**config.mk**
```make
export PLATFORM = sky130hd
export DESIGN_NAME = pid_controller_filtered_derivative_flat
export DESIGN_NICKNAME = d
export VERILOG_FILES = /design/src/sv/pidcfd_pkg.sv /design/src/sv/pidcfd_step_if.sv /design/src/sv/pidcfd_result_if.sv /design/src/sv/pidcfd_cfg_if.sv /design/src/sv/pid_controller_filtered_derivative.sv /design/src/flat_wrapper.sv
export SDC_FILE = /design/constraint.sdc
export NUM_CORES = 2
export LEC_CHECK = 0
export ABC_CLOCK_PERIOD_IN_PS = 22900
export BUFFER_PORTS_ARGS = -buffer_cell sky130_fd_sc_hd__buf_2
export CAP_MARGIN = 20
export CORE_ASPECT_RATIO = 1.25
export CORE_MARGIN = 8
export CORE_UTILIZATION = 55
export DETAILED_ROUTE_END_ITERATION = 10
export PLACE_DENSITY = 0.67
export SETUP_SLACK_MARGIN = 0.3
export SYNTH_ARGS = -nofsm -noshare
export SYNTH_HDL_FRONTEND = slang
export SYNTH_SLANG_ARGS = --single-unit
```
**constraint.sdc**
```tcl
create_clock -name clk -period 22.9 [get_ports clk]
set_input_delay 4.58 -clock clk [delete_from_list [all_inputs] [get_ports clk]]
set_output_delay 4.58 -clock clk [all_outputs]
set_load 0.01 [all_outputs]
```
**src/sv/pidcfd_pkg.sv**
```systemverilog
`default_nettype none
// -----------------------------------------------------------------------------
// pidcfd_pkg
// Shared types, register indexes and saturation helpers for the PID
// controller with filtered derivative.
// -----------------------------------------------------------------------------
package pidcfd_pkg;

	localparam int FRAC_BITS_DEFAULT = 16;
	localparam int COEF_BITS         = 16;
	localparam int DATA_W            = 32;
	localparam int CFG_IDX_W         = 3;
	localparam int DEADBAND_W        = 31;
	localparam int COEF_W            = 17;
	localparam int MUL_W             = DATA_W + 1;
	localparam int PROD_W            = 2 * MUL_W;
	localparam int ACC_W             = DATA_W + 2;

	typedef logic signed [DATA_W-1:0] data_t;
	typedef logic [CFG_IDX_W-1:0]     cfg_idx_t;

	localparam cfg_idx_t CFG_KP       = 3'd0;
	localparam cfg_idx_t CFG_KI       = 3'd1;
	localparam cfg_idx_t CFG_KD       = 3'd2;
	localparam cfg_idx_t CFG_KFF      = 3'd3;
	localparam cfg_idx_t CFG_OUT_MAX  = 3'd4;
	localparam cfg_idx_t CFG_OUT_MIN  = 3'd5;
	localparam cfg_idx_t CFG_DEADBAND = 3'd6;
	localparam cfg_idx_t CFG_COEF     = 3'd7;

	localparam data_t               DATA_MAX   = 32'sh7FFF_FFFF;
	localparam data_t               DATA_MIN   = 32'sh8000_0000;
	localparam logic [COEF_W-1:0]   COEF_ONE   = 17'd65536;
	localparam logic [COEF_W-1:0]   COEF_RESET = 17'd6554;

	typedef enum logic [3:0] {
		ST_IDLE,
		ST_ERR,
		ST_DB,
		ST_MP,
		ST_MI,
		ST_MC1,
		ST_MC2,
		ST_MFF,
		ST_MD,
		ST_DW,
		ST_SUM,
		ST_FIN
	} state_t;

	function automatic data_t sat32(input logic signed [PROD_W-1:0] v);
		if (v > PROD_W'(DATA_MAX))
			return DATA_MAX;
		else if (v < PROD_W'(DATA_MIN))
			return DATA_MIN;
		else
			return DATA_W'(v);
	endfunction

	function automatic data_t clamp_ordered(input data_t v, input data_t hi, input data_t lo);
		if (v > hi)
			return hi;
		else if (v < lo)
			return lo;
		else
			return v;
	endfunction

endpackage
`default_nettype wire

```
**src/sv/pidcfd_step_if.sv**
```systemverilog
`default_nettype none
// -----------------------------------------------------------------------------
// pidcfd_step_if
// Controller step request: target, feedback and enable.
// -----------------------------------------------------------------------------
interface pidcfd_step_if;
	import pidcfd_pkg::*;

	logic  valid;
	logic  ready;
	data_t target;
	data_t feedback;
	logic  enabled;

	modport source (output valid, output target, output feedback, output enabled,
		input ready);
	modport sink (input valid, input target, input feedback, input enabled,
		output ready);
endinterface
`default_nettype wire

```
**src/sv/pidcfd_result_if.sv**
```systemverilog
`default_nettype none
// -----------------------------------------------------------------------------
// pidcfd_result_if
// Controller result request: clamped drive and error after deadband.
// -----------------------------------------------------------------------------
interface pidcfd_result_if;
	import pidcfd_pkg::*;

	logic  valid;
	logic  ready;
	data_t drive;
	data_t error_now;

	modport source (output valid, output drive, output error_now, input ready);
	modport sink (input valid, input drive, input error_now, output ready);
endinterface
`default_nettype wire

```
**src/sv/pidcfd_cfg_if.sv**
```systemverilog
`default_nettype none
// -----------------------------------------------------------------------------
// pidcfd_cfg_if
// Register write request: register index and write data.
// -----------------------------------------------------------------------------
interface pidcfd_cfg_if;
	import pidcfd_pkg::*;

	logic     valid;
	logic     ready;
	cfg_idx_t index;
	data_t    data;

	modport source (output valid, output index, output data, input ready);
	modport sink (input valid, input index, input data, output ready);
endinterface
`default_nettype wire

```
**src/sv/pid_controller_filtered_derivative.sv**
```systemverilog
`default_nettype none
// -----------------------------------------------------------------------------
// pid_controller_filtered_derivative
// Positional PID step with deadband, clamped integral, low-pass filtered
// derivative and target feedforward, signed fixed point.
// -----------------------------------------------------------------------------
// Usage:
//   step   : one request per controller step (target, feedback, enabled).
//   result : one request per step (drive, error_now), held in an output
//            register until taken.
//   cfg    : register writes, always ready; write only while the block idles.
// Timing: an enabled step runs through ERR, DB, MP, MI, MC1, MC2, MFF, MD,
//   DW, SUM and FIN; the next step is taken only back in IDLE. All
//   six products go through one 33x33 multiplier, one per cycle, under a
//   sequencer. A disabled step goes from IDLE straight to FIN.
// Stall: a new step is taken while a result still waits in the output
//   register; its own result is held in the last state until that register
//   frees up.
// Reset: gains clear, output limits go to full range, filter weight to about
//   0.1, and integral, filtered slope and previous error clear to zero.
// -----------------------------------------------------------------------------
module pid_controller_filtered_derivative #(
	parameter int FRAC_BITS = pidcfd_pkg::FRAC_BITS_DEFAULT
) (
	input  wire            clk,
	input  wire            arst_n,
	pidcfd_step_if.sink    step,
	pidcfd_result_if.source result,
	pidcfd_cfg_if.sink     cfg
);
	import pidcfd_pkg::*;

	data_t                     kp_q, ki_q, kd_q, kff_q, out_max_q, out_min_q;
	logic [DEADBAND_W-1:0]     deadband_q;
	logic [COEF_W-1:0]         coef_q;

	state_t                    state_q, state_d;

	data_t                     tgt_q, fb_q, err_q, raw_q, half_q, imin_q;
	data_t                     int_q, filt_q, prev_q, slope_q, drive_q;
	logic [COEF_W-1:0]         cw_q;
	logic signed [ACC_W-1:0]   acc_q;
	logic signed [PROD_W-1:0]  prod_q;
	logic                      prod_frac_q;

	logic                      out_vld_q;
	data_t                     out_drive_q, out_err_q;

	logic signed [MUL_W-1:0]   mul_a, mul_b;
	logic                      mul_frac;
	logic signed [PROD_W-1:0]  prod_sh;
	data_t                     term;
	logic [DATA_W-1:0]         abs_err;
	logic signed [DATA_W:0]    span;
	data_t                     half_c;
	logic                      accept, out_load;

	assign accept   = step.valid && step.ready;
	assign out_load = (state_q == ST_FIN) && (!out_vld_q || result.ready);

	assign prod_sh = prod_frac_q ? (prod_q >>> FRAC_BITS) : (prod_q >>> COEF_BITS);
	assign term    = sat32(prod_sh);
	assign abs_err = err_q[DATA_W-1] ? DATA_W'(-err_q) : DATA_W'(err_q);
	assign span    = (DATA_W+1)'(out_max_q) - (DATA_W+1)'(out_min_q);
	assign half_c  = DATA_W'(span >>> 1);

	// configuration
	assign cfg.ready = 1'b1;

	always_ff @(posedge clk or negedge arst_n) begin
		if (!arst_n) begin
			kp_q       <= '0;
			ki_q       <= '0;
			kd_q       <= '0;
			kff_q      <= '0;
			out_max_q  <= DATA_MAX;
			out_min_q  <= DATA_MIN;
			deadband_q <= '0;
			coef_q     <= COEF_RESET;
		end else if (cfg.valid) begin
			case (cfg.index)
				CFG_KP:       kp_q       <= cfg.data;
				CFG_KI:       ki_q       <= cfg.data;
				CFG_KD:       kd_q       <= cfg.data;
				CFG_KFF:      kff_q      <= cfg.data;
				CFG_OUT_MAX:  out_max_q  <= cfg.data;
				CFG_OUT_MIN:  out_min_q  <= cfg.data;
				CFG_DEADBAND: deadband_q <= cfg.data[DEADBAND_W-1:0];
				CFG_COEF:     coef_q     <= cfg.data[COEF_W-1:0];
				default:      ;
			endcase
		end
	end

	// sequencer
	always_ff @(posedge clk or negedge arst_n) begin
		if (!arst_n)
			state_q <= ST_IDLE;
		else
			state_q <= state_d;
	end

	always_comb begin
		state_d    = state_q;
		step.ready = 1'b0;
		mul_a      = '0;
		mul_b      = '0;
		mul_frac   = 1'b1;
		case (state_q)
			ST_IDLE: begin
				step.ready = 1'b1;
				if (step.valid)
					state_d = step.enabled ? ST_ERR : ST_FIN;
			end
			ST_ERR: state_d = ST_DB;
			ST_DB:  state_d = ST_MP;
			ST_MP: begin
				mul_a   = MUL_W'(kp_q);
				mul_b   = MUL_W'(err_q);
				state_d = ST_MI;
			end
			ST_MI: begin
				mul_a   = MUL_W'(ki_q);
				mul_b   = MUL_W'(err_q);
				state_d = ST_MC1;
			end
			ST_MC1: begin
				mul_a    = $signed(MUL_W'(cw_q));
				mul_b    = MUL_W'(raw_q);
				mul_frac = 1'b0;
				state_d  = ST_MC2;
			end
			ST_MC2: begin
				mul_a    = $signed(MUL_W'(COEF_ONE - cw_q));
				mul_b    = MUL_W'(filt_q);
				mul_frac = 1'b0;
				state_d  = ST_MFF;
			end
			ST_MFF: begin
				mul_a   = MUL_W'(kff_q);
				mul_b   = MUL_W'(tgt_q);
				state_d = ST_MD;
			end
			ST_MD: begin
				mul_a   = MUL_W'(kd_q);
				mul_b   = MUL_W'(filt_q);
				state_d = ST_DW;
			end
			ST_DW:  state_d = ST_SUM;
			ST_SUM: state_d = ST_FIN;
			ST_FIN: begin
				if (out_load)
					state_d = ST_IDLE;
			end
			default: state_d = ST_IDLE;
		endcase
	end

	// shared multiplier, product registered
	always_ff @(posedge clk) begin
		prod_q      <= mul_a * mul_b;
		prod_frac_q <= mul_frac;
	end

	// loop state
	always_ff @(posedge clk or negedge arst_n) begin
		if (!arst_n) begin
			int_q  <= '0;
			filt_q <= '0;
			prev_q <= '0;
		end else begin
			case (state_q)
				ST_IDLE: begin
					if (accept && !step.enabled) begin
						int_q  <= '0;
						filt_q <= '0;
						prev_q <= '0;
					end
				end
				ST_MC1: int_q <= sat32(PROD_W'(int_q) + PROD_W'(term));
				ST_MC2: int_q <= clamp_ordered(int_q, half_q, imin_q);
				ST_MFF: filt_q <= sat32(PROD_W'(slope_q) + PROD_W'(term));
				ST_SUM: prev_q <= err_q;
				default: ;
			endcase
		end
	end

	// step datapath
	always_ff @(posedge clk) begin
		case (state_q)
			ST_IDLE: begin
				tgt_q   <= step.target;
				fb_q    <= step.feedback;
				err_q   <= '0;
				drive_q <= '0;
			end
			ST_ERR: err_q <= sat32(PROD_W'(tgt_q) - PROD_W'(fb_q));
			ST_DB: begin
				if (abs_err < {1'b0, deadband_q})
					err_q <= '0;
				half_q <= half_c;
				imin_q <= (half_c == DATA_MIN) ? DATA_MAX : -half_c;
			end
			ST_MP: begin
				raw_q <= sat32(PROD_W'(err_q) - PROD_W'(prev_q));
				cw_q  <= (coef_q > COEF_ONE) ? COEF_ONE : coef_q;
			end
			ST_MI:  acc_q   <= ACC_W'(term);
			ST_MC2: slope_q <= term;
			ST_MFF: acc_q   <= acc_q + ACC_W'(int_q);
			ST_MD:  acc_q   <= acc_q + ACC_W'(term);
			ST_DW:  acc_q   <= acc_q + ACC_W'(term);
			ST_SUM: drive_q <= clamp_ordered(sat32(PROD_W'(acc_q)), out_max_q, out_min_q);
			default: ;
		endcase
	end

	// output register
	always_ff @(posedge clk or negedge arst_n) begin
		if (!arst_n)
			out_vld_q <= 1'b0;
		else if (out_load)
			out_vld_q <= 1'b1;
		else if (result.ready)
			out_vld_q <= 1'b0;
	end

	always_ff @(posedge clk) begin
		if (out_load) begin
			out_drive_q <= drive_q;
			out_err_q   <= err_q;
		end
	end

	assign result.valid     = out_vld_q;
	assign result.drive     = out_drive_q;
	assign result.error_now = out_err_q;

	// checks
	a_disable_clears: assert property (@(posedge clk) disable iff (!arst_n)
		(accept && !step.enabled) |=> (int_q == '0 && filt_q == '0 && prev_q == '0))
		else $error("disabled step left loop state");

	a_int_bounded: assert property (@(posedge clk) disable iff (!arst_n)
		(state_q == ST_MFF && half_q >= imin_q) |-> (int_q <= half_q && int_q >= imin_q))
		else $error("integral outside its clamp");

	a_result_from_fin: assert property (@(posedge clk) disable iff (!arst_n)
		$rose(out_vld_q) |-> $past(state_q == ST_FIN))
		else $error("result raised outside final state");

endmodule
`default_nettype wire
```
**src/flat_wrapper.sv**
```systemverilog
// flat-port wrapper written by rule: the top's interface ports become plain ports
module pid_controller_filtered_derivative_flat import pidcfd_pkg::*;
#(
	parameter int FRAC_BITS = pidcfd_pkg::FRAC_BITS_DEFAULT
)
  (clk, arst_n, step_valid, step_target, step_feedback, step_enabled, step_ready, result_valid, result_drive, result_error_now, result_ready, cfg_valid, cfg_index, cfg_data, cfg_ready);
  pidcfd_step_if step_i ();
  pidcfd_result_if result_i ();
  pidcfd_cfg_if cfg_i ();
  input  wire clk;
  input  wire arst_n;
  input wire logic [$bits(step_i.valid)-1:0] step_valid;
  input wire logic [$bits(step_i.target)-1:0] step_target;
  input wire logic [$bits(step_i.feedback)-1:0] step_feedback;
  input wire logic [$bits(step_i.enabled)-1:0] step_enabled;
  output wire logic [$bits(step_i.ready)-1:0] step_ready;
  output wire logic [$bits(result_i.valid)-1:0] result_valid;
  output wire logic [$bits(result_i.drive)-1:0] result_drive;
  output wire logic [$bits(result_i.error_now)-1:0] result_error_now;
  input wire logic [$bits(result_i.ready)-1:0] result_ready;
  input wire logic [$bits(cfg_i.valid)-1:0] cfg_valid;
  input wire logic [$bits(cfg_i.index)-1:0] cfg_index;
  input wire logic [$bits(cfg_i.data)-1:0] cfg_data;
  output wire logic [$bits(cfg_i.ready)-1:0] cfg_ready;
  assign step_i.valid = step_valid;
  assign step_i.target = step_target;
  assign step_i.feedback = step_feedback;
  assign step_i.enabled = step_enabled;
  assign step_ready = step_i.ready;
  assign result_valid = result_i.valid;
  assign result_drive = result_i.drive;
  assign result_error_now = result_i.error_now;
  assign result_i.ready = result_ready;
  assign cfg_i.valid = cfg_valid;
  assign cfg_i.index = cfg_index;
  assign cfg_i.data = cfg_data;
  assign cfg_ready = cfg_i.ready;
  pid_controller_filtered_derivative #(.FRAC_BITS(FRAC_BITS)) u_core (.clk(clk), .arst_n(arst_n), .step(step_i), .result(result_i), .cfg(cfg_i));
endmodule
```
-- Word level (Yosys, flattened, before mapping)
Index checks and enable logic that the tools add are counted.
- add/sub/neg operators: 10
- multiply operators: 1
- $lt $le $gt $ge: 18
- equal/unequal tests: 24
- multiplexer cells: 34
- reduce and logical (&&, ||, !) cells: 30
- operator list (cell ; count):
    $mux W32 ; 19
    $gt A66 B32 Y1 const B ; 4
    $lt A66 B32 Y1 const B ; 4
    $pmux W33 S6 ; 1
    $pmux W32 S2 ; 3
    $pmux W32 S3 ; 2
    $pmux W33 S4 ; 1
    $pmux W34 S3 ; 1
    $sub A32 B32 Y33 ; 3
    $add A34 B32 Y34 ; 2
    $add A32 B32 Y33 ; 2
    $mul A33 B33 Y66 ; 1
    $gt A32 B32 Y1 ; 2
    $lt A32 B32 Y1 ; 2
    $neg A32 Y32 ; 2
    $gt A50 B32 Y1 const B ; 1
    $lt A50 B32 Y1 const B ; 1
    $pmux W4 S12 ; 1
    $gt A34 B32 Y1 const B ; 1
    $lt A34 B32 Y1 const B ; 1
    $eq A32 B32 Y1 const B ; 1
    $lt A32 B31 Y1 ; 1
    $reduce_and A2 Y1 ; 12
    $sub A17 B17 Y18 const A ; 1
    22 further kinds ; 48
- register bits: 778
- word-level logic and storage cells: 143

-- Longest topological paths before layout
- depth after elaboration: 8
- depth in mapped cells: 40
- gate-level depth less buffers: 37

-- Least setup slack after synthesis
Ideal clock, no wire load.
- kind: reg2reg
- start point: register u_core.state_q[0]
- end point: register u_core.prod_q[64]
- setup time: 0.123 ns
- data arrival time: 10.820 ns
- data required time: 22.777 ns
- setup slack: 11.957 ns
- cell stages (with the launch flop): 37
- clock period less this slack: 10.943 ns
- cell sequence: dfrtp_1 -> buf_2 -> nor4bb_1 -> clkbuf_1 -> clkbuf_1 -> a222oi_1 -> o2111ai_1 -> clkbuf_1 -> nand2_1 -> fa_1 -> inv_1 -> fa_1 -> inv_1 -> fa_1 -> inv_1 -> fa_1 -> inv_1 -> fa_1 -> inv_1 -> fa_1 -> fa_1 -> inv_1 -> fa_1 -> inv_1 -> ha_1 -> clkbuf_1 -> a21oi_1 -> o21ai_0 -> a21oi_1 -> o21ai_0 -> a221o_1 -> a21o_1 -> a221o_1 -> a211o_1 -> a311oi_2 -> o21bai_1 -> xor2_1
- word-level cells in the longest chain between the ends: 4
- elaborated cells between the ends (all ways): 11
- those cells by class: mul: 1; eq/ne: 6; mux: 2; reduce/logical: 2
- ends and longest elaborated chain (item ; RTL line ; text):
    from (decl) ; pid_controller_filtered_derivative.sv:37 ; state_t state_q, state_d;
    from (signal assigned) ; pid_controller_filtered_derivative.sv:100 ; state_q <= state_d;
    $eq A4 B3 Y1 (tied with other cells) ; pid_controller_filtered_derivative.sv:109 ; case (state_q)
    $reduce_or A2 Y1 (no line) ; - ;
    $pmux W33 S4 ; pid_controller_filtered_derivative.sv:109 ;
    $mul A33 B33 Y66 (*) ; pid_controller_filtered_derivative.sv:161 ; prod_q <= mul_a * mul_b;
    to (signal assigned) ; pid_controller_filtered_derivative.sv:161 ;
    to (decl) ; pid_controller_filtered_derivative.sv:43 ; logic signed [PROD_W-1:0] prod_q;
Every way passes the cells marked *; elsewhere a longest branch is shown, timed or not.
A chain may end at the register's enable or synchronous reset.

-- Worst setup path in the final report
- start point: register u_core.state_q[3]
- end point: register u_core.prod_q[65]
The elaborated chain is that of the path after synthesis.

==> flow_summary_export.csv <==
group,metric,value,unit
run_status,status,"completed",
final_layout,fin_area,0.0887,mm2
final_layout,fillCellCount,13000,
synth,avgSynthCellArea,9.65,um2
timing,setup_viol,0,
route,ant_nets,0,
global_route,antenna_found_initial,13,
synth,syn_inst,8528,
run,maxCapViolCount,0,
synth,synth_seq_cells,762,
cts,cts_tree,"done",
final_layout,final_util,59.7,%
synth,synth_area_leaders,"fa_1 27%, edfxtp_1 14%, dfrtp_1 9.2%, ha_1 8.6%, inv_1 6.8%",
critical_path,crit_slowest_cell,"a221oi_2",
critical_path,worstSetupPathType,"register to register",
synth,synth_simple_gate_area_share,12.1,%
final_layout,reg_top3,"u_core.prod_q: 50 flops, u_core.acc_q: 34 flops",
placement,place_congestion,1.01,
cts,cts_resized,0,
timing,tns,0,ps
final_layout,layout-drive-gt1-share,9.49,%
timing,maxSlewViolCount,0,
timing,fin_skew,79.9,ps
timing,min_period_over_period,55.6,%
die,core,0.148,mm2
route,top_layer_used,"met5",
synth,synth_warnings,0,
route,drt-pass1-iter-count,8,
die,die_w,362,um
die,ios,172,
synth,synth_mux_area_share,3.86,%
route,wl_met3,25600,um
placement,hpwlAfterDp,218000,um
critical_path,start_kind,"register",
die,initial_core_util,55.4,%
die,num_rows,158,
timing,max_freq,78.5,MHz
route,first_iter_violations,5784,
route,num_vias,64900,
timing,hold_viol_final,0,
global_route,globalRouteOverflowTotal,0,
critical_path,worst_ep_required_time,23470,ps
synth,synth_top_family_by_area,"adder cells",
timing,finalCriticalPeriod,12730,ps
critical_path,worst-path-buf-inv,9,
final_layout,nets,10400,
synth,yosysMostFrequentCell,"inv_1",
final_layout,largest_reg_flops,50,
cts,clock_path_buffers,3,
route,wl_met2,131000,um
critical_path,worst-path-max-fanout,52,
critical_path,slowest_delay,1100,ps
final_layout,largest-register,"u_core.prod_q",
route,drt_wl_total,284000,um
synth,synth-async-reset-ratio,44.8,%
synth,synthAdderAreaFrac,36.1,%
synth,synth-compound-area-share,11.2,%
route,route.detailed.drc,0,
placement,placed_area,0.0856,mm2
synth,ys.flop_type,"edfxtp_1",
final_layout,syn_to_final_growth,7.76,%
global_route,grt_pass1_vias,67200,
critical_path,cp_top_family,"adder cells",
synth,ys_seq_area_share,25.2,%
cts,clkTransAtPathRegs,70,ps
die,dieArea,0.162,mm2
route,wl_per_cell,26.7,um
route,met1_length,104000,um
cts,cts_inserted_buffers,85,
synth,synth_edf_count,371,
placement,portBuffers,170,
timing,slew_headroom,14.1,%
cts,cts_sinks,762,
timing,grt_setup_unrepaired,"no",
critical_path,cp.arrival,13300,ps
cts,clk-insertion-delay-late,720,ps
die,die_h,448,um
global_route,grt_pass1_wl,424000,um
cts,cts_root_buffer,"clkbuf_16",
min_path,hp-class,"register to register",
critical_path,crit_path_frequent_cell,"fa_1",
synth,synth.distinct_cells,104,
synth,netlist.top_cell.by_area,"fa_1",
timing,hold_ws,414,ps
synth,netlist_area,0.0823,mm2
global_route,grt_start_max_net_pins,133,
synth,syn_nets,10300,
cts,htreeDepth,3,
cts,post_cts_buffers,0,
critical_path,endpoint_kind,"register",
synth,synth_top_area_share,27.4,%
synth,synth_xor_area_share,2.87,%
route,via_per_inst,6.10,
synth,synth_commonest_cells,"1495 x inv_1, 1127 x fa_1, 930 x nand2_1, 673 x nor2_1, 563 x ha_1",
cts,cts_hold_buf,0,
timing,worst_pin_slew,1290,ps
global_route,grt_usage,35.0,%
metrics by stage:
stage	instances	setup WS (ps)
final	10600	10170
after global placement	10500	10610
after CTS	10600	10450
after global routing	10600	9600
after detailed placement	10500	10480
after floorplan	8528	11960
final cells by class:
| class | count | area (um2) | area share, % |
|---|---|---|---|
| diodes | 5 | 12.5 | 0.0141 |
| clock buffers | 102 | 2250 | 2.54 |
| clock inverters | 56 | 762 | 0.859 |
| inverters | 1496 | 5620 | 6.33 |
| multi-input cells | 5880 | 54700 | 61.7 |
| flip-flops and latches | 762 | 20700 | 23.4 |
| well taps | 2000 | 2500 | 2.82 |
| repair buffers | 331 | 2130 | 2.40 |
logic make-up after synthesis:
family | Yosys count
xor gates and xnor gates | 270
DFF | 762
adders and majority gates | 1696
muxes | 291
and+or+nand+nor | 2240
buffers and inverters | 1886
other | 1
AOI/OAI and AO/OA | 1382
metal layers:
layer / track usage [%] / up-vias
li1: - / 27800
met1: 42.6 / 32700
met2: 56.5 / 3264
met3: 7.66 / 1037
met4: 23.0 / 4
met5: 0 / -
worst register-to-register path: cells and delay by family, from the launching register on:
kind            cells  cell delay (ps)
compound gates      7             2810
fa+ha+maj           9             4760
buf+inv             9             2330
flops               1              840
simple gates        7             1860
cell usage in the layout, fill, tap and decap left out, drive strengths merged, types with 37 or more instances in the layout:
master,synthesis,layout
nor2b,62,62
and3,83,83
dfxtp,50,50
buf,33,331
inv,1496,1505
edfxtp,371,371
nand2b,50,50
fa,1127,1127
o22ai,62,62
a221o,39,39
a21o,218,218
clkbuf,356,102
a21oi,339,339
xnor2,177,177
nand4,60,60
mux2,211,211
nor3,82,82
nand2,942,942
o21bai,37,37
nor2,674,674
nand3,101,101
o21a,39,39
dfrtp,302,302
ha,563,563
o21ai,264,264
a22oi,75,75
mux2i,80,80
dfstp,39,39
xor2,93,93
a31oi,38,38
final timing paths:
path	start	end	slack [ps]	depth (start not counted)
min	u_core.drive_q[18]$_SDFFCE_PN0P_	u_core.result.drive[18]$_DFFE_PP_	410	0
min reg2reg	u_core.drive_q[18]$_SDFFCE_PN0P_	u_core.result.drive[18]$_DFFE_PP_	410	0
max in group asynchronous	arst_n	u_core.int_q[3]$_DFFE_PN0P_	17150	2
max reg2reg	u_core.state_q[3]$_DFFE_PN0P_	u_core.prod_q[65]$_DFF_P_	10170	32
min in group asynchronous	arst_n	u_core.prev_q[29]$_DFFE_PN0P_	3890	1
max	u_core.state_q[3]$_DFFE_PN0P_	u_core.prod_q[65]$_DFF_P_	10170	32
Power is left out: the tool's default activity adds up to more than one toggle a clock period on the data nets, which glitch-free logic cannot reach.
